**src/hw/rtl/assert_macros.svh**
```systemverilog
// ----------------------------------------------------------------------------
// assert_macros.svh
// Assertion macros for the limiter RTL. They expect clk and rst_n in
// the scope where they are used.
// ----------------------------------------------------------------------------
`ifndef ASSERT_MACROS_SVH
`define ASSERT_MACROS_SVH

`ifndef NO_ASSERTIONS

// Same-cycle implication, disabled during reset.
`define PACL_ASSERT_IMPL(label, ante, cons, msg) \
  label: assert property (@(posedge clk) disable iff (!rst_n) (ante) |-> (cons)) \
    else $error(msg);

// Next-cycle implication, disabled during reset.
`define PACL_ASSERT_NEXT(label, ante, cons, msg) \
  label: assert property (@(posedge clk) disable iff (!rst_n) (ante) |=> (cons)) \
    else $error(msg);

`else

`define PACL_ASSERT_IMPL(label, ante, cons, msg)
`define PACL_ASSERT_NEXT(label, ante, cons, msg)

`endif

`endif

```
**src/hw/rtl/pacl_ram.sv**
```systemverilog
// ----------------------------------------------------------------------------
// pacl_ram
// Generic simple dual-port RAM: one write port, one read port, read data
// registered.
// ----------------------------------------------------------------------------
`timescale 1ns / 1ps
`default_nettype none

module pacl_ram #(
  parameter int WIDTH = 8,
  parameter int DEPTH = 16
) (
  input  wire logic                     clk,
  input  wire logic                     we,
  input  wire logic [$clog2(DEPTH)-1:0] waddr,
  input  wire logic [WIDTH-1:0]         wdata,
  input  wire logic [$clog2(DEPTH)-1:0] raddr,
  output logic      [WIDTH-1:0]         rdata
);

  logic [WIDTH-1:0] mem [DEPTH];

  always_ff @(posedge clk) begin
    if (we) begin
      mem[waddr] <= wdata;
    end
    rdata <= mem[raddr];
  end

endmodule

`default_nettype wire

```
**config.mk**
```make
export PLATFORM = sky130hd
export DESIGN_NAME = pacl_ram
export DESIGN_NICKNAME = d
export VERILOG_FILES = /design/src/hw/rtl/assert_macros.svh /design/src/hw/rtl/pacl_ram.sv
export SDC_FILE = /design/constraint.sdc
export NUM_CORES = 1
export LEC_CHECK = 0
export BUFFER_PORTS_ARGS = -buffer_cell sky130_fd_sc_hd__buf_2
export CORE_UTILIZATION = 40
export DETAILED_ROUTE_END_ITERATION = 6
export PLACE_DENSITY = 0.55
export REMOVE_ABC_BUFFERS = 1
export SYNTH_ARGS = -nofsm -noshare
export SYNTH_HDL_FRONTEND = slang
export SYNTH_SLANG_ARGS = --single-unit
```
**constraint.sdc**
```tcl
create_clock -name clk -period 1.83 [get_ports clk]
set_input_delay 0.0915 -clock clk [delete_from_list [all_inputs] [get_ports clk]]
set_output_delay 0.0915 -clock clk [all_outputs]
set_load 0.02 [all_outputs]
```
# Word level (Yosys, flattened, before mapping)
# Memory sizes are Yosys's and may differ from the RTL's. A register that Yosys moved wholly into a read port is not among the register bits.
# Cells that the tools add are included.
# op_classes
muxes	2
magnitude_cmp	0
add_sub_neg	0
reduce_logical	0
n_eq_ne	0
bitwise_logic	0
n_div	0
n_mul	0
shifts	0
# ops
cell	count
1-bit two-way mux	2
# word_totals
register_bits	0
n_memories	1
ram_bits	128
wordCells	3
latchBits	0
output_inout_bits	8
romBits	0
# memory_table
name	depth	width	rd	rd_ports_with_merged_regs	wr	line_no	rtl
mem	16	8	1	1	1	pacl_ram.sv:21	logic [WIDTH-1:0] mem [DEPTH];

# Depth between registers and ports, before layout
# Gate-level depths: netlist of run 1.
# logic_depth
ltp_word	2
depth_mapped	5
ltp_nobuf	3

# Worst setup path before layout of run 1
# OpenSTA, ideal clock, no wires.
# synth_path
path_kind	input port to flip-flop
start	in waddr[2]
end	mem mem[0][0], enable pin
setup_ps	383
required_time_ps	1447
arrival_time_ps	1201
path_slack_ps	246
path_stages	2
path_buffers	0
path_cell_list	or3b_2 nor3_1
# synth_rtl
element	line_no	rtl
start: declaration	pacl_ram.sv:15	input wire logic [$clog2(DEPTH)-1:0] waddr,
end: declaration	pacl_ram.sv:21	
# Straight into the memory's write port.

==> results of run 1 <==
==> metrics by stage <==
step           total power, mW  std cells  hold slack (ns)  instance area (um^2)  util [%]
5_1_grt                   7.54        469           0.0643                  6210      49.4
4_1_cts                   7.37        469           0.0499                  6210      49.4
3_3_place_gp              3.92        437            0.483                  5600      44.5
2_1_floorplan             3.73        219            0.190                  5060         -
6_report                  7.30        469           0.0643                  6210      49.4
3_5_place_dp              3.93        437            0.486                  5600      44.5
==> state kept, by name (all words and copies together), names as in the netlist <==
register,cells
mem,128
rdata,8
==> kinds of logic after synthesis <==
| family | count (synthesis) | share of synthesized area, % |
|---|---|---|
| AO/OA/AOI/OAI | 16 | 2.33 |
| buffers and inverters | 10 | 1.68 |
| flip-flops | 136 | 77.8 |
| multiplexers | 32 | 15.0 |
| AND/OR/NAND/NOR | 35 | 3.18 |
==> cell type report <==
cell class                 count  area, um^2  area share (%)
tap                          172         215            3.47
sequential                   136        4000            64.5
multi-input combinational     83        1060            17.0
timing repair buffer          46         320            5.16
clock buffer                  24         492            7.92
clock inverter                 8         118            1.90
==> routing by layer <==
layer | up-vias | global-route usage (%) | routed length [um]
met1 | 1231 | 22.2 | 4330
met4 | 0 | 7.27 | 159
met5 | - | 0 | 0
met3 | 16 | 3.97 | 312
met2 | 44 | 26.9 | 4920
li1 | 1084 | - | -
==> cells in the final DEF, fill, tap and decap left out, types with 2 or more instances in the layout <==
cell type	synthesis	layout
a22oi_1	16	16
clkinv_2	0	4
edfxtp_1	128	128
nor2_1	13	13
mux4_1	14	14
clkbuf_16	0	17
nand3b_1	2	2
nor3_1	4	4
buf_4	1	18
nand2_1	9	9
buf_12	0	3
dfxtp_1	8	8
clkbuf_8	0	4
bufinv_16	0	3
nand2b_1	2	2
buf_2	3	25
mux4_2	18	18
clkbuf_1	0	3
==> power by group through the flow <==
stage                     registers [mW]  clock network [mW]  logic, mW
after floorplan                     3.59                   0      0.140
after global placement              3.57                   0      0.352
after detailed placement            3.57                   0      0.355
after CTS                           3.51                3.51      0.355
after global routing                3.51                3.65      0.381
final                               3.51                3.44      0.345
==> how the worst min path moves through the flow <==
stage                  start              endpoint  slack [ns]  cells past startpoint
finish              wdata[2]  mem[12][2]$_DFFE_PP_        0.06                      1
floorplan           wdata[0]   mem[0][0]$_DFFE_PP_        0.19                      0
global route        wdata[2]  mem[12][2]$_DFFE_PP_        0.06                      1
CTS                 wdata[2]  mem[12][2]$_DFFE_PP_        0.05                      1
detailed placement  wdata[2]  mem[12][2]$_DFFE_PP_        0.49                      1
global placement    wdata[2]  mem[12][2]$_DFFE_PP_        0.48                      1
==> summary.md, run 1 <==
| Metric | Value |
|---|---|
| Worst R2R End | rdata[3]$_DFF_P_ |
| Setup slack after layout | roughly 0.44 ns |
| Worst flop-to-flop path startpoint | mem[10][3]$_DFFE_PP_ |
| Flop pwr share | between 40% and 50% |
| Largest net degree at the start of global routing | 33 |
| Residual DRC count | 0 |
| R2R cell count | 3 |
| CTS Buffer Depth | 2 |
| Most frequent cell after synthesis | edfxtp_1 |
| Clk pwr share | 47.2% |
| Row cnt | 41 |
| CP delay by family, top | multiplexers |
| Top cell type's share of synthesized area | between 70% and 80% |
| Crit-path max FO | 1 |
| Critical Path AT | roughly 1.7 ns |
| Initial antenna violation count | 0 |
| Least-Margin Pin Slew | around 0.44 ns |
| Netlist cell types | 19 |
| Setup slack, reg-to-reg | 0.44 ns |
| Number of buffers created by CTS | 17 |
| Core area | ~13000 um^2 |
| Starting Density | roughly two fifths |
| Post-synthesis cell count | 229 |
| Iteration-0 DRC Markers | 168 |
| CP Buf/Inv Count | 0 |
| Yosys warning total | 0 |
| P_sw | 1.39 mW |
| WL final | ~9.7 mm |
| CTS sink cnt | 136 |
| Post-Syn Area | 5150 um^2 |
| Post-DP HPWL | around 6 mm |
| GRT overflow | 0 |
| Post-DR vias/cell | a little over 5 |
| Pleak | 2.12 nW |
| # setup viols final | 0 |
| Crit-path slowest cell | mux4_1 |
| Setup TNS | 0 ns |
| Critical path's largest stage delay | ~0.5 ns |
| Syn Area/Cell | around 22 um^2 |
| Mean routed wirelength per cell | between 20 and 25 um |
| Setup crit end kind | flop |
| Area leader, netlist | edfxtp_1 |
| VDD IR-drop max | ~0.00067 V |
| Ys async rst share | 0% |
| Worst Skew | about 0.0073 ns |
| EDFF count, synth | ~130 |
| CTS clk-pin slew, worst paths | around 0.050 ns |
| Setup CP Type | flop to flop |
| Cts repair resizes | 0 |
| Cts hold-fix bufs | 0 |
| CP cell instances | mux4_1 > a22oi_1 > nand2_1 |
| CTS tree | done |
| Critical Path RT | approximately 2.1 ns |
| Final net count | ~300 |
| Post-route ant nets | 0 |
| Max-cap viol count | 0 |
| Register bit total from synthesis | between 100 and 150 |
| Routability Congestion | 0.683 |
| # fillers | between 1k and 1.5k |
| RSZ-0062 raised after global routing | false |
| Num ports | 26 |
| Count of pins over their slew limit | 0 |
| Root Driver | clkbuf_16 |
| WP depth | 3 |
| Worst Hold Class | input port to flop |
| First-pass GRT wire length | approximately 15 mm |
| Synth top cells by count | edfxtp_1, mux4_2, a22oi_1, mux4_1, nor2_1 |
| Fmax | 720 MHz |
| Comb pwr share | ~4.7% |
| Main flop type after synthesis | edfxtp_1 |
| Detailed-route via count | roughly 2.4k |
| Global-route usage over all layers | roughly 17% |
| Setup bufs post-CTS | 0 |
| N_diodes | 0 |
| Internal | about 5.9 mW |
| Synthesis-to-finish area growth | 20.6% |
| Critical Path Source | mem[10][3]$_DFFE_PP_ |
| Status | completed |
| Drt pass-1 iters | 5 |
| Pre-CTS WS | 0.256 ns |
| Slew headroom | 70.8% |
| Net Sw Frac | about a fifth |
| Critical path endpoint | rdata[3]$_DFF_P_ |
| Top cells by area, synth | edfxtp_1, mux4_2, mux4_1 |
| Vias in the first global route | about 2.5k |
| Die Height | about 120 um |
| Die ar. | roughly 13000 um^2 |
| Final Hold Viols | 0 |
| H-tree depth | 4 |
| Startpoint types | flop |
| Layout cells sized above 1 | between 30% and 40% |
| PD cells | between 1000 and 1500 nW/um^2 |
| Die X | between 100 and 150 um |
| Clk_lat worst skew | 0.41 ns |
| Ratio of final minimum period to clock period | between 70% and 80% |
| Min Tclk post-route | around 1.4 ns |
| Seq/Total Area, Yosys | slightly below 80% |
| IO Port Bufs | 25 |
Power figures use the tool's default switching activity.
==> run 2, diff against run 1 <==
--- a/config.mk
+++ b/config.mk
@@ -5,6 +5,7 @@
 export SDC_FILE = /design/constraint.sdc
 export NUM_CORES = 1
 export LEC_CHECK = 0
+export ABC_AREA = 1
 export BUFFER_PORTS_ARGS = -buffer_cell sky130_fd_sc_hd__buf_2
 export CORE_UTILIZATION = 40
 export DETAILED_ROUTE_END_ITERATION = 6
==> constraint.sdc (replaced) <==
create_clock -name clk -period 1.4 [get_ports clk]
set_input_delay 0.07 -clock clk [delete_from_list [all_inputs] [get_ports clk]]
set_output_delay 0.07 -clock clk [all_outputs]
set_load 0.02 [all_outputs]
==> summary.md, run 2 <==
| Metric | Value |
|---|---|
| CP Buf/Inv Count | 1 (+1) |
| Top cells by area, synth | edfxtp_1, nand2_1, nand3_1 |
| Core area | 14000 um^2 (+11%) |
| Largest Register | mem |
| Crit-path slowest cell | dfxtp_1 |
| Largest register FFs | 128 (unchanged) |
| First-pass GRT wire length | 20.3 mm (+34%) |
| Iteration-0 DRC Markers | 332 (+98%) |
| Syn Area/Cell | 10.5 um^2 (-53%) |
| Area leader, netlist | edfxtp_1 |
| IO Port Bufs | 25 (unchanged) |
| Critical Path RT | 1.33 ns (-0.78 ns) |
| CTS tree | done |
| Critical path's largest stage delay | 0.38 ns (-0.11 ns) |
| Die X | 122 um (+5.7%) |
| Netlist cell types | 12 (-7) |
| WL final | 12.8 mm (+32%) |
| # setup viols final | 0 (unchanged) |
| Routed wl met3 | 578 um (+85%) |
| Setup bufs post-CTS | 0 (unchanged) |
| Post-route ant nets | 0 (unchanged) |
| Count of pins over their slew limit | 0 (unchanged) |
| N_diodes | 0 (unchanged) |
| Num ports | 26 (unchanged) |
| Main flop type after synthesis | edfxtp_1 |
| Slew headroom | 77.2% (+6.5 points) |
| Initial antenna violation count | 0 (unchanged) |
| Fmax | about 950 MHz |
| Top cell type's share of synthesized area | 66.7% (-8.0 points) |
| Ys async rst share | 0% (unchanged) |
| Top Registers | mem x128, rdata x8 |
| Min Tclk post-route | approximately 1.1 ns |
| Synth top cells by count | nand2_1, edfxtp_1, inv_1, nand3_1, nor2_1 |
| Post-Syn Area | 5770 um^2 (+12%) |
| Residual DRC count | 0 (unchanged) |
| Vias in the first global route | 3715 (+48%) |
| Least-Margin Pin Slew | 0.342 ns (-0.0969 ns) |
| Pleak | 2.97 nW (+40%) |
| VDD IR-drop max | 0.000664 V (-0.31%) |
| Post-DR vias/cell | 4.82 (-4.9%) |
| Post-synthesis cell count | 551 (+140%) |
| Yosys warning total | 0 (unchanged) |
| Mean routed wirelength per cell | 16.1 um (-22%) |
| Drt pass-1 iters | 6 (+1) |
| CTS sink cnt | 136 (unchanged) |
| CTS Buffer Depth | 2 (unchanged) |
| CP delay by family, top | flip-flops |
| RSZ-0062 raised after global routing | false |
| GRT overflow | 0 (unchanged) |
| # fillers | 1308 (+28%) |
| Cts hold-fix bufs | 0 (unchanged) |
| Status | completed |
| Final net count | 621 (+110%) |
| Commonest non-fill, non-tap cell in the layout | nand2_1 |
| Top layer in use | met4 |
| Utilization after layout | 48.6% (-0.78 points) |
| PD cells | 1400 nW/um^2 (+19%) |
| Root Driver | clkbuf_16 |
| CTS clk-pin slew, worst paths | 0.06 ns (about the same) |
| Final Hold Viols | 0 (unchanged) |
| EDFF count, synth | 128 (unchanged) |
| Register bit total from synthesis | 136 (unchanged) |
| Fin Hold WS | 0.0592 ns (-0.00515 ns) |
| Routability Congestion | 0.818 (+20%) |
| Most frequent cells in the layout | nand2_1, edfxtp_1, inv_1 |
| Met2 Wirelength | 6.44 mm (+31%) |
| Clk_lat worst skew | 0.42 ns (about the same) |
| Detailed-route via count | 3830 (+61%) |
| Row cnt | 43 (+4.9%) |
| Setup CP Type | flop to output port |
| Die ar. | 14900 um^2 (+12%) |
| Crit-path max FO | 1 (unchanged) |
| Setup crit end kind | output port |
| Layout cells sized above 1 | 13.8% (-18 points) |
| Seq/Total Area, Yosys | 69.4% (-8.4 points) |
| Startpoint types | flop |
| CP cell instances | buf_2 |
| Setup TNS | 0 ns (unchanged) |
| Ratio of final minimum period to clock period | 75.2% |
| Max-cap viol count | 0 (unchanged) |
| Starting Density | 41.2% (+0.27 points) |
| Global-route usage over all layers | 19.1% (+2.2 points) |
| Worst Skew | 0.00784 ns (+0.000566 ns) |
| Most frequent cell after synthesis | nand2_1 |
| Cts repair resizes | 0 (unchanged) |
| H-tree depth | 4 (unchanged) |
| Number of buffers created by CTS | 17 (unchanged) |
| Worst Hold Class | input port to flop |
| Largest net degree at the start of global routing | 65 (+97%) |
| Synthesis-to-finish area growth | 17.9% |
| Post-DP HPWL | 8.39 mm (+36%) |
| Total power | 9.51 mW (+30%) |
| Die Height | 122 um (+5.7%) |
| WL met1 | 5.59 mm (+29%) |
| Critical Path AT | 0.98 ns (-0.69 ns) |
-- run 2: cell count changes in the layout (fill, tap and decap cells not counted), moves of 11 or more --
cell and change:
nand3_1 +96, nand2_1 +164, mux4_2 -18, buf_4 +11, inv_1 +100, a22oi_1 -16, mux4_1 -14
-- run 2: where the power goes --
part           leakage (nW)  internal (mW)  switching [mW]
Combinational          1.47          0.184           0.409
Sequential             1.22           4.55          0.0298
Clock                 0.274           2.77            1.57
Total                  2.97           7.50            2.01
-- run 2: final cells by class --
class / instances / area [um^2] / area share, %
clock buffer: 21 / 440 / 6.48
clock inverter: 10 / 129 / 1.90
inverter: 102 / 383 / 5.63
multi-input combinational: 289 / 1210 / 17.9
sequential: 136 / 4000 / 58.9
tap: 180 / 225 / 3.31
timing repair buffer: 57 / 403 / 5.93
-- run 2: final timing paths --
path | startpoint | slack (ns) | to | cells after the start
max | rdata[4]$_DFF_P_ | 0.35 | rdata[4] | 1
min | wdata[0] | 0.06 | mem[2][0]$_DFFE_PP_ | 1
max reg2reg | mem[3][7]$_DFFE_PP_ | 0.44 | rdata[7]$_DFF_P_ | 6
min reg2reg | mem[14][7]$_DFFE_PP_ | 0.67 | rdata[7]$_DFF_P_ | 6
-- run 2: per-stage QoR --
| step | instance area [um^2] | std cells | setup WS [ns] |
|---|---|---|---|
| 6_report | 6800 | 795 | 0.347 |
| 2_1_floorplan | 5600 | 527 | 0.350 |
| 5_1_grt | 6800 | 795 | 0.323 |
| 3_3_place_gp | 6230 | 764 | 0.233 |
| 4_1_cts | 6800 | 795 | 0.326 |
| 3_5_place_dp | 6230 | 764 | 0.247 |
-- run 2: kinds of logic (layout without fill, tap and decap cells) --
logic type             Yosys count  count (layout)  share of synthesized area (%)
buffers and inverters          126             190                           9.52
flip-flops                     136             136                           69.4
AND/OR/NAND/NOR                289             289                           21.0
-- run 2: layer usage --
metal  track usage (%)  vias up
li1                  -     1874
met1              24.6     1848
met2              31.3       90
met3              3.98       18
met4              7.70        0
met5                 0        -
