--- src/hw/rtl/assert_macros.svh ---
// ----------------------------------------------------------------------------
// assert_macros.svh
// Assertion macros for the limiter RTL. They expect clk and rst_n in
// the scope where they are used.
// ----------------------------------------------------------------------------
`ifndef ASSERT_MACROS_SVH
`define ASSERT_MACROS_SVH

`ifndef NO_ASSERTIONS

// Same-cycle implication, disabled during reset.
`define PACL_ASSERT_IMPL(label, ante, cons, msg) \
  label: assert property (@(posedge clk) disable iff (!rst_n) (ante) |-> (cons)) \
    else $error(msg);

// Next-cycle implication, disabled during reset.
`define PACL_ASSERT_NEXT(label, ante, cons, msg) \
  label: assert property (@(posedge clk) disable iff (!rst_n) (ante) |=> (cons)) \
    else $error(msg);

`else

`define PACL_ASSERT_IMPL(label, ante, cons, msg)
`define PACL_ASSERT_NEXT(label, ante, cons, msg)

`endif

`endif

--- src/hw/rtl/pacl_pkg.sv ---
// ----------------------------------------------------------------------------
// pacl_pkg
// Types and constants of the per-address connection limiter.
// ----------------------------------------------------------------------------
`timescale 1ns / 1ps
`default_nettype none

package pacl_pkg;

  localparam int CLIENTS         = 256;
  localparam int ADDRESS_ENTRIES = 64;

  localparam int SLOT_W    = $clog2(CLIENTS);
  localparam int ENT_W     = $clog2(ADDRESS_ENTRIES);
  localparam int IN_SLOT_W = 9;
  localparam int IP_W      = 32;
  localparam int CNT_W     = 16;

  localparam int CLR_DEPTH = (CLIENTS > ADDRESS_ENTRIES) ? CLIENTS : ADDRESS_ENTRIES;
  localparam int CLR_W     = $clog2(CLR_DEPTH);

  localparam logic [CNT_W-1:0] CNT_MAX       = '1;
  localparam logic [CNT_W-1:0] MAX_PER_RESET = 16'd2;

  // Operation codes
  localparam logic OP_LOGIN      = 1'b0;
  localparam logic OP_DISCONNECT = 1'b1;

  // Configuration registers
  localparam int PADDR_W = 3;
  localparam logic [PADDR_W-1:0] REG_MAX_PER_ADDRESS = 3'd0;

  typedef struct packed {
    logic                 operation;
    logic [IN_SLOT_W-1:0] client_slot;
    logic [IP_W-1:0]      peer_address;
    logic                 address_known;
    logic                 exempt;
  } in_item_t;

  typedef struct packed {
    logic             kick;
    logic [CNT_W-1:0] address_count;
    logic             table_full;
  } out_item_t;

  typedef struct packed {
    logic             valid;
    logic [ENT_W-1:0] entry;
  } bind_rec_t;

  typedef struct packed {
    logic             valid;
    logic [IP_W-1:0]  addr;
    logic [CNT_W-1:0] count;
  } addr_rec_t;

  localparam int BIND_W = $bits(bind_rec_t);
  localparam int REC_W  = $bits(addr_rec_t);

  typedef struct packed {
    logic             done;
    logic             hit;
    logic [ENT_W-1:0] hit_idx;
    logic [CNT_W-1:0] hit_count;
    logic             free;
    logic [ENT_W-1:0] free_idx;
  } scan_res_t;

endpackage

`default_nettype wire

--- src/hw/rtl/pacl_scan.sv ---
// ----------------------------------------------------------------------------
// pacl_scan
// Address table search: streams every entry through the read port and keeps
// the first entry matching the key and the lowest free entry.
// ----------------------------------------------------------------------------
`timescale 1ns / 1ps
`default_nettype none

module pacl_scan
  import pacl_pkg::*;
(
  input  wire logic             clk,
  input  wire logic             rst_n,
  input  wire logic             start,
  input  wire logic [IP_W-1:0]  key,
  input  wire addr_rec_t        rdata,
  output logic      [ENT_W-1:0] raddr,
  output scan_res_t             res
);

  localparam logic [ENT_W:0] LAST_CNT = (ENT_W+1)'(ADDRESS_ENTRIES);

  logic [ENT_W:0]   rd_cnt_r;
  logic             busy_r;
  logic             dv_r;
  logic [ENT_W-1:0] didx_r;
  logic             hit_r;
  logic [ENT_W-1:0] hit_idx_r;
  logic [CNT_W-1:0] hit_cnt_r;
  logic             free_r;
  logic [ENT_W-1:0] free_idx_r;
  logic             issue;

  assign issue = busy_r && (rd_cnt_r != LAST_CNT);
  assign raddr = rd_cnt_r[ENT_W-1:0];

  always_ff @(posedge clk) begin
    if (!rst_n) begin
      busy_r <= 1'b0;
      dv_r   <= 1'b0;
      hit_r  <= 1'b0;
      free_r <= 1'b0;
    end else if (start) begin
      busy_r <= 1'b1;
      dv_r   <= 1'b0;
      hit_r  <= 1'b0;
      free_r <= 1'b0;
    end else begin
      dv_r <= issue;
      if (res.done) begin
        busy_r <= 1'b0;
      end
      if (dv_r) begin
        if (rdata.valid) begin
          if (!hit_r && rdata.addr == key) begin
            hit_r <= 1'b1;
          end
        end else if (!free_r) begin
          free_r <= 1'b1;
        end
      end
    end
  end

  always_ff @(posedge clk) begin
    if (start) begin
      rd_cnt_r <= '0;
    end else if (issue) begin
      rd_cnt_r <= rd_cnt_r + (ENT_W+1)'(1);
    end
    didx_r <= rd_cnt_r[ENT_W-1:0];
    if (dv_r && rdata.valid && !hit_r && rdata.addr == key) begin
      hit_idx_r <= didx_r;
      hit_cnt_r <= rdata.count;
    end
    if (dv_r && !rdata.valid && !free_r) begin
      free_idx_r <= didx_r;
    end
  end

  // Results are final once every issued read has come back.
  assign res.done      = busy_r && (rd_cnt_r == LAST_CNT) && !dv_r;
  assign res.hit       = hit_r;
  assign res.hit_idx   = hit_idx_r;
  assign res.hit_count = hit_cnt_r;
  assign res.free      = free_r;
  assign res.free_idx  = free_idx_r;

endmodule

`default_nettype wire

--- config.mk ---
export PLATFORM = sky130hd
export DESIGN_NAME = pacl_scan
export DESIGN_NICKNAME = d
export VERILOG_FILES = /design/src/hw/rtl/assert_macros.svh /design/src/hw/rtl/pacl_pkg.sv /design/src/hw/rtl/pacl_scan.sv
export SDC_FILE = /design/constraint.sdc
export NUM_CORES = 1
export LEC_CHECK = 0
export BUFFER_PORTS_ARGS = -buffer_cell sky130_fd_sc_hd__buf_2
export CAP_MARGIN = 10
export CORE_MARGIN = 2
export CORE_UTILIZATION = 45
export DETAILED_ROUTE_END_ITERATION = 7
export PLACE_DENSITY = 0.91
export SLEW_MARGIN = 25
export SYNTH_ARGS = -nofsm -noshare
export SYNTH_HDL_FRONTEND = slang
export SYNTH_SLANG_ARGS = --single-unit
--- constraint.sdc ---
create_clock -name clk -period 8.29 [get_ports clk]
set_clock_uncertainty 0.2 [all_clocks]
set_input_delay 2.0725 -clock clk [delete_from_list [all_inputs] [get_ports clk]]
set_output_delay 2.0725 -clock clk [all_outputs]
set_load 0.01 [all_outputs]
* Word level (Yosys, flattened, before mapping)
Cells that the tools add are included.
** Word-level totals
- Flip-flop bits (word level) :: 45
- Bits of input ports :: 84
- Output and inout port bits :: 37
- Word-level logic and storage cells :: 34
** Cells by class
- Add/subtract/negate cells :: 1
- Bitwise operators :: 2
- Equal/unequal tests :: 3
- Mux-type cells :: 2
- Reduce and logical (&&, ||, !) cells :: 17
** Operators by type and width (number)
- $eq A32 B32 Y1 :: 1
- $logic_and A1 B1 Y1 :: 9
- $add A7 B1 Y7 const B :: 1
- $eq A7 B7 Y1 const B :: 1
- $ne A7 B7 Y1 const B :: 1
- $logic_not A1 Y1 :: 4
- $reduce_and A3 Y1 :: 1
- $mux W1 :: 2
- $not A1 Y1 :: 2
- $reduce_and A2 Y1 :: 1
- $reduce_bool A2 Y1 :: 1
- $reduce_or A2 Y1 :: 1

* Depth between registers and ports, before layout
Gate-level depths: netlist (run 1).
- Word-level depth :: 5
- Gate-level depth with buffers :: 7
- Depth with buffers taken out :: 7

* Worst setup path after synthesis (run 1)
Ideal clock, no wire load.
- Kind :: input-to-reg
- Start point :: input port key[28]
- End point :: register hit_cnt_r[0], enable pin
- Arrival :: 3.570 ns
- Data required time :: 7.691 ns
- Path buffers :: 0
- Slack :: 4.121 ns
- Library setup time :: 0.399 ns
- Stages :: 4
- Cell sequence :: xor2_1 nor4_1 nand4_1 nor3_2
** On the way
- Word-level cells in the longest chain between the ends :: 2
** Ends and longest elaborated chain
- from (decl) :: RTL line pacl_scan.sv:15 : input wire logic [IP_W-1:0] key,
- $eq A32 B32 Y1 :: RTL line pacl_scan.sv:72 : if (dv_r && rdata.valid && !hit_r && rdata.addr == key) begin
- $logic_and A1 B1 Y1 :: RTL line pacl_scan.sv:72
- to (signal assigned) :: RTL line pacl_scan.sv:74 : hit_cnt_r <= rdata.count;
- to (decl) :: RTL line pacl_scan.sv:29 : logic [CNT_W-1:0] hit_cnt_r;
Every way passes these cells.
A chain may end at the register's enable or synchronous reset.

==> out/qor.yml, run 1 <==
synthesis:
  netlist_area_um2: 1858
  ys_warn_count: 0
  synthDistinctLibCells: 26
  yosysSeqAreaShare_pct: 63.57
  synth_area_per_cell_um2: 13.37
  synth-seq-cells: 45
  synth_nets: 225
  netlist_instances: 139
power_and_ir_drop:
  swShare_pct: 20.05
  p_leak_uw: 0.001174
  peakVddDrop_mv: 0.09432
  power.share.clock_pct: 35.1
  p_comb_share_pct: 10.0
  p_int_uw: 353.8
  p_per_area_nw_per_um2: 170.9
  pwr-share-seq_pct: 54.9
  finalPower_uw: 442.6
  switching_power_uw: 88.73
place:
  dpl.hpwl_um: 3520
  port_buffers: 120
  gp_congestion: 0.7144
timing:
  worst_slew_pin_slew_ns: 0.5649
  fmax_mhz: 248.5
  finalHoldViolCount: 0
  rsz0062_at_grt: "false"
  slew_headroom_pct: 62.17
  min_period_ns: 4.023
  drv_slew: 0
  setup_violations: 0
  setup_tns_ns: 0
  period_share_pct: 48.53
floorplan:
  fp-row-count: 23
  die_x_um: 68.26
  die_area_um2: 4659
  die_h_um: 68.26
  start_util_pct: 46.45
  io_pins: 121
  coreArea_um2: 4000
worst_setup_path:
  timing.rr.end: "hit_cnt_r[7]"
  crit_type: "flop to primary output"
  crit_required_ns: 6.02
  r2r_slack_ns: 6.33
  r2r-start: "dv_r"
  startpoint_type: "flop"
  ff2ff_path_depth: 5
  worst_ep_arrival_time_ns: 1.75
  crit_path_end: "res[30]"
  critPathCaptureType: "primary output"
  setup.worst_path.start: "rd_cnt_r[0]"
  cp_max_fo: 6
clock_tree:
  ctsResizeCount: 0
  numClockSinks: 45
  cts_hold_buf: 0
  numCtsBuffers: 5
  clkLatencyLatePin_ns: 0.29
  cts_buffer_depth: 2
  cts.clk_slew.worst_paths_ns: 0.08
  htree_levels: 2
  cts_root_buf: "clkbuf_8"
  cts_setup_buffers: 0
  cts_tree: "built"
global_route:
  grt_pass1_wl_um: 5623
  globalRouteOverflowTotal: 0
  antenna_found_initial: 0
  grt_max_degree: 24
  grt.total_usage_pct: 16.83
  grt_pass1_vias: 1296
flow_run:
  cap_violations: 0
drt:
  vias_per_cell: 4.790
  num_vias: 1480
  wire_per_inst_um: 13.83
  route.antenna.remaining_nets: 0
  firstDrtPassIters: 4
  drt-total-wl_um: 4272
  dr.first_iter.drc_count: 89
  drc_errors: 0
final_layout:
  diodes: 0
  mostFrequentLayoutCells: "120 x buf_2, 32 x xor2_1, 28 x edfxtp_1, 17 x dfxtp_1, 7 x nor4_1"
  layout.cells.most_common: "buf_2"
  drive_gt1_share_pct: 50.97
  area_growth_pct: 39.39
  nets: 344
worst_hold_path:
  hp-class: "flop to flop"
outcome:
  status: "finished, final reports clean"
==> flip-flops by register name, indices dropped and copies added, names as in the netlist <==
name and flops:
dv_r 1, hit_cnt_r 16, didx_r 6, hit_r 1, rd_cnt_r 7, free_r 1
busy_r 1, hit_idx_r 6, free_idx_r 6
==> power groups by stage <==
stage	Sequential, uW	Combinational [uW]	Clock (uW)
floorplan	247	19.0	0
finish	243	44.4	155
CTS	243	44.6	159
detailed placement	248	44.4	0
global route	243	49.0	168
global placement	248	42.5	0
==> worst min path at each step <==
stage | start | endpoint | depth (start not counted) | slack, ns
after global routing | rd_cnt_r[5] | didx_r[5] | 0 | 0.24
after detailed placement | rd_cnt_r[5] | didx_r[5] | 0 | 0.22
final | rd_cnt_r[5] | didx_r[5] | 0 | 0.23
after global placement | didx_r[3] | free_idx_r[3] | 0 | 0.21
after floorplan | rd_cnt_r[5] | didx_r[5] | 0 | 0.19
after CTS | rd_cnt_r[5] | didx_r[5] | 0 | 0.23
==> worst max-delay path, cell delays in order, from the launching register on <==
cell and delay (ns):
dfxtp_1 0.38, inv_1 0.12, ha_1 0.14, nor4b_2 0.18
nand3b_1 0.20, nor3b_2 0.26, buf_2 0.18
==> synth_stat cells <==
cell type / number / area, um^2
nor4b_2: 1 / 15.01
a21oi_1: 4 / 20.02
edfxtp_1: 28 / 840.8
buf_4: 8 / 60.06
xnor2_1: 4 / 35.03
nor3b_1: 1 / 7.510
dfxtp_1: 17 / 340.3
inv_1: 3 / 11.26
nor4_1: 7 / 43.79
clkbuf_1: 1 / 3.750
or3_1: 2 / 12.51
nand2b_1: 1 / 6.260
nand2_1: 5 / 18.77
nor3_1: 1 / 5.000
xor2_1: 32 / 280.3
o21ai_0: 2 / 10.01
o21a_1: 1 / 7.510
nor2b_1: 1 / 6.260
ha_1: 2 / 25.02
nor3_2: 1 / 10.01
nor3b_2: 1 / 12.51
nand3_1: 3 / 15.01
nand3b_1: 1 / 7.510
nand4_1: 5 / 31.28
o21ba_2: 1 / 10.01
nor2_1: 6 / 22.52
==> routing by layer <==
metal	wire [um]	global-route usage, %
met5	0	0
met2	2282	28.88
met3	353	6.579
met4	78	6.000
met1	1557	18.92
==> metrics by stage <==
stage	worst slack, ns	utilization (%)	instances	cell area [um^2]	hold WS, ns
after global placement	4.027	61.59	300	2464	0.2062
after detailed placement	3.975	61.59	300	2464	0.2171
after CTS	4.266	64.25	308	2570	0.2272
final	4.267	64.75	309	2590	0.2283
after floorplan	4.121	-	139	1858	0.1900
after global routing	4.117	64.75	309	2590	0.2419
==> cell families (layout without fill, tap and decap cells) <==
family	after synthesis	count (layout)	share of synthesized area, %
flip-flops	45	45	63.57
adder cells (fa/ha/maj)	2	2	1.347
AND/OR/NAND/NOR	36	36	11.51
buffers and inverters	12	132	4.040
XOR/XNOR	36	36	16.97
AO/OA/AOI/OAI	8	8	2.559
==> final cells by class <==
type | count | area [um^2]
repair buffers | 121 | 615.6
flip-flops and latches | 45 | 1181
clock inverters | 2 | 33.78
clock buffers | 6 | 72.57
well taps | 50 | 62.56
multi-input cells | 82 | 613.1
fillers | 299 | 1410
inverters | 3 | 11.26
Note: power is estimated with default switching activity, not from simulation.
==> run 2, diff against run 1 <==
--- a/config.mk
+++ b/config.mk
@@ -5,12 +5,13 @@
 export SDC_FILE = /design/constraint.sdc
 export NUM_CORES = 1
 export LEC_CHECK = 0
+export ABC_AREA = 1
 export BUFFER_PORTS_ARGS = -buffer_cell sky130_fd_sc_hd__buf_2
 export CAP_MARGIN = 10
 export CORE_MARGIN = 2
-export CORE_UTILIZATION = 45
+export CORE_UTILIZATION = 40
 export DETAILED_ROUTE_END_ITERATION = 7
-export PLACE_DENSITY = 0.91
+export PLACE_DENSITY = 0.82
 export SLEW_MARGIN = 25
 export SYNTH_ARGS = -nofsm -noshare
 export SYNTH_HDL_FRONTEND = slang
==> constraint.sdc (replaced) <==
create_clock -name clk -period 3.5 [get_ports clk]
set_clock_uncertainty 0.2 [all_clocks]
set_input_delay 0.875 -clock clk [delete_from_list [all_inputs] [get_ports clk]]
set_output_delay 0.875 -clock clk [all_outputs]
set_load 0.01 [all_outputs]
==> run 2 against run 1 <==
Setup slack worse by 3.5 ns. Synthesized area rose by 18%. Clock-buffer cell count is 1 lower. Global-route usage down 0.33 points. Synthesized cell count rose by 69%. Die area rose by 31%. Critical path depth is 1 higher. Total power rose to 2.7 times the previous value. Register-to-register slack got worse by 4.8 ns. Sequential power grew 140%. Critical endpoint unchanged. Highest routed layer unchanged.
==> out/qor.yml, run 2 <==
outcome:
  status: "finished, final reports clean"
synthesis:
  synth_commonest_cells: "49 x nand2_1, 30 x inv_1, 28 x edfxtp_1"
  synth_top_area_cell: "edfxtp_1"
  synth-seq-cells: 45
  synthDistinctLibCells: 28
  synth_compound_area_share_pct: 3.756
  synthSimpleGateAreaFrac_pct: 21.91
  synth-edff-count: 28
  yosysMostFrequentCell: "nand2_1"
  async_reset_ff_share_pct: 0
  dominantRegCellSynth: "edfxtp_1"
  synthAdderAreaFrac_pct: 1.138
  synthXorXnorAreaFrac_pct: 11.16
  netlist_instances: 235
  yosysTopAreaCellShare_pct: 38.25
  ys_warn_count: 0
  yosysSeqAreaShare_pct: 53.73
  synth_area_leaders: "edfxtp_1 38%, dfxtp_1 15%, nand2_1 8.4%"
  synth.area.mux_share_pct: 0
  synth_top_family_by_area: "simple AND/OR/NAND/NOR gates"
  synth_area_per_cell_um2: 9.355
  synth_nets: 321
  netlist_area_um2: 2198
drt:
  dr.first_iter.drc_count: 82
  drt-total-wl_um: 5005
  vias_per_cell: 4.446
  route.antenna.remaining_nets: 0
  wire_per_inst_um: 11.75
  num_vias: 1894
  drc_errors: 0
  firstDrtPassIters: 4
worst_setup_path:
  critPathCaptureType: "primary output"
  crit_required_ns: 2.42
  startpoint_type: "flop"
  cp_slowest_stage_delay_ns: 0.34
  slowest_stage: "dfxtp_1"
  cp_num_buf_inv: 3
  crit_family: "simple AND/OR/NAND/NOR gates"
  worst_ep_arrival_time_ns: 1.61
  crit_type: "flop to primary output"
  cp_max_fo: 5
  crit_chain: "inv_1 > ha_1 > inv_1 > nor3_2 > nand3_2 > nor3_2 > buf_2"
timing:
  slew_headroom_pct: 61.10
  fin_ws_ns: 0.8151
  min_period_ns: 2.685
  period_share_pct: 76.71
  setup_tns_ns: 0
  fmax_mhz: 372.5
  finalHoldViolCount: 0
  rsz0062_at_grt: "false"
  holdWs_ns: 0.1876
  drv_slew: 0
  worst_slew_pin_slew_ns: 0.5813
  setup_violations: 0
power_and_ir_drop:
  p_per_area_nw_per_um2: 396.0
  p_leak_uw: 0.001394
  peakVddDrop_mv: 0.1734
place:
  port_buffers: 120
  pre_cts_ws_ns: 0.9298
  dpl.hpwl_um: 4236
  gp_congestion: 0.8703
  placed_area_um2: 2836
final_layout:
  area_growth_pct: 35.29
  finalInstanceArea_um2: 2974
  drive_gt1_share_pct: 39.61
  layout.cells.most_common: "buf_2"
  regMostFlops: "hit_cnt_r"
  mostFrequentLayoutCells: "120 x buf_2, 49 x nand2_1, 30 x inv_1, 28 x edfxtp_1, 26 x nor2_1"
  largest_reg_flops: 16
  reg_top3: "hit_cnt_r x16, rd_cnt_r x7"
  nets: 441
  diodes: 0
clock_tree:
  cts_setup_buffers: 0
  cts_tree: "built"
  clkLatencyLatePin_ns: 0.30
  cts_root_buf: "clkbuf_8"
  cts.clk_slew.worst_paths_ns: 0.08
  htree_levels: 2
  numCtsBuffers: 5
  cts_buffer_depth: 2
  numClockSinks: 45
  ctsResizeCount: 0
  cts_hold_buf: 0
floorplan:
  die_x_um: 78.14
  io_pins: 121
  start_util_pct: 42.24
  die_area_um2: 6105
  coreArea_um2: 5205
  fp-row-count: 26
  die_h_um: 78.14
flow_run:
  cap_violations: 0
global_route:
  grt.total_usage_pct: 16.50
  grt_pass1_wl_um: 7914
  grt_max_degree: 23
  globalRouteOverflowTotal: 0
  antenna_found_initial: 0
  grt_pass1_vias: 1772
worst_hold_path:
  hp-class: "flop to flop"
-- run 2: cell types whose count changed in the layout (fill, tap and decap cells not counted), sizes merged, moves of 3 or more --
cell | before | now
nand3 | 3 | 9
xnor2 | 4 | 13
nor3 | 2 | 6
inv | 3 | 33
nand2 | 5 | 50
a21oi | 4 | 9
or2 | 0 | 3
xor2 | 32 | 15
nor4 | 7 | 0
nor2 | 6 | 27
-- run 2: final cells by class --
class                           count  area (um^2)
Clock buffer                        5        68.82
Clock inverter                      3        68.82
Fill cell                         492         2231
Inverter                           32        122.6
Multi-Input combinational cell    150        837.1
Sequential cell                    45         1181
Tap cell                           70        87.58
Timing Repair Buffer              121        608.1
-- run 2: cell families (layout without fill, tap and decap cells) --
logic type | after synthesis | count (layout)
AOI/OAI and AO/OA | 15 | 15
buffers and inverters | 40 | 161
xor gates and xnor gates | 28 | 28
DFF | 45 | 45
and+or+nand+nor | 105 | 105
adders and majority gates | 2 | 2
-- run 2: through the flow --
step | utilization, % | std cells | total power (uW)
floorplan | - | 235 | 660.9
global placement | 54.50 | 418 | 728.1
detailed placement | 54.50 | 418 | 731.0
CTS | 57.14 | 426 | 1191
global route | 57.14 | 426 | 1225
finish | 57.14 | 426 | 1178
-- run 2: metal layers --
metal  vias up  GRT usage (%)  part of all wire [%]
li1        986              -                     -
met5         -              0                     0
met3         8          2.069                   6.3
met4         0          6.842                   1.2
met2        60          29.48                    52
met1       840          20.07                    40
-- run 2: worst register-to-register path, cell delays in order (launching register included) --
cell and delay, ns:
dfxtp_1 0.36, nand2_1 0.06, nor2_1 0.13, inv_1 0.06, nor4b_2 0.28, nand3_1 0.13
nor2_2 0.12, buf_4 0.27
-- run 2: power breakdown --
group	switching, uW	leakage [uW]	internal [uW]
registers	5.27	0.000393	568
logic	74.5	0.000932	71.7
clock network	171	0.0000687	287
total	251	0.00139	927
-- run 2: final timing paths --
path                    start            to  slack, ns  cells after the start
setup / recovery  rd_cnt_r[0]       res[30]       0.82                      7
hold / removal    rd_cnt_r[0]     didx_r[0]       0.19                      0
setup reg to reg         dv_r  hit_cnt_r[3]       1.57                      7
hold reg to reg   rd_cnt_r[0]     didx_r[0]       0.19                      0
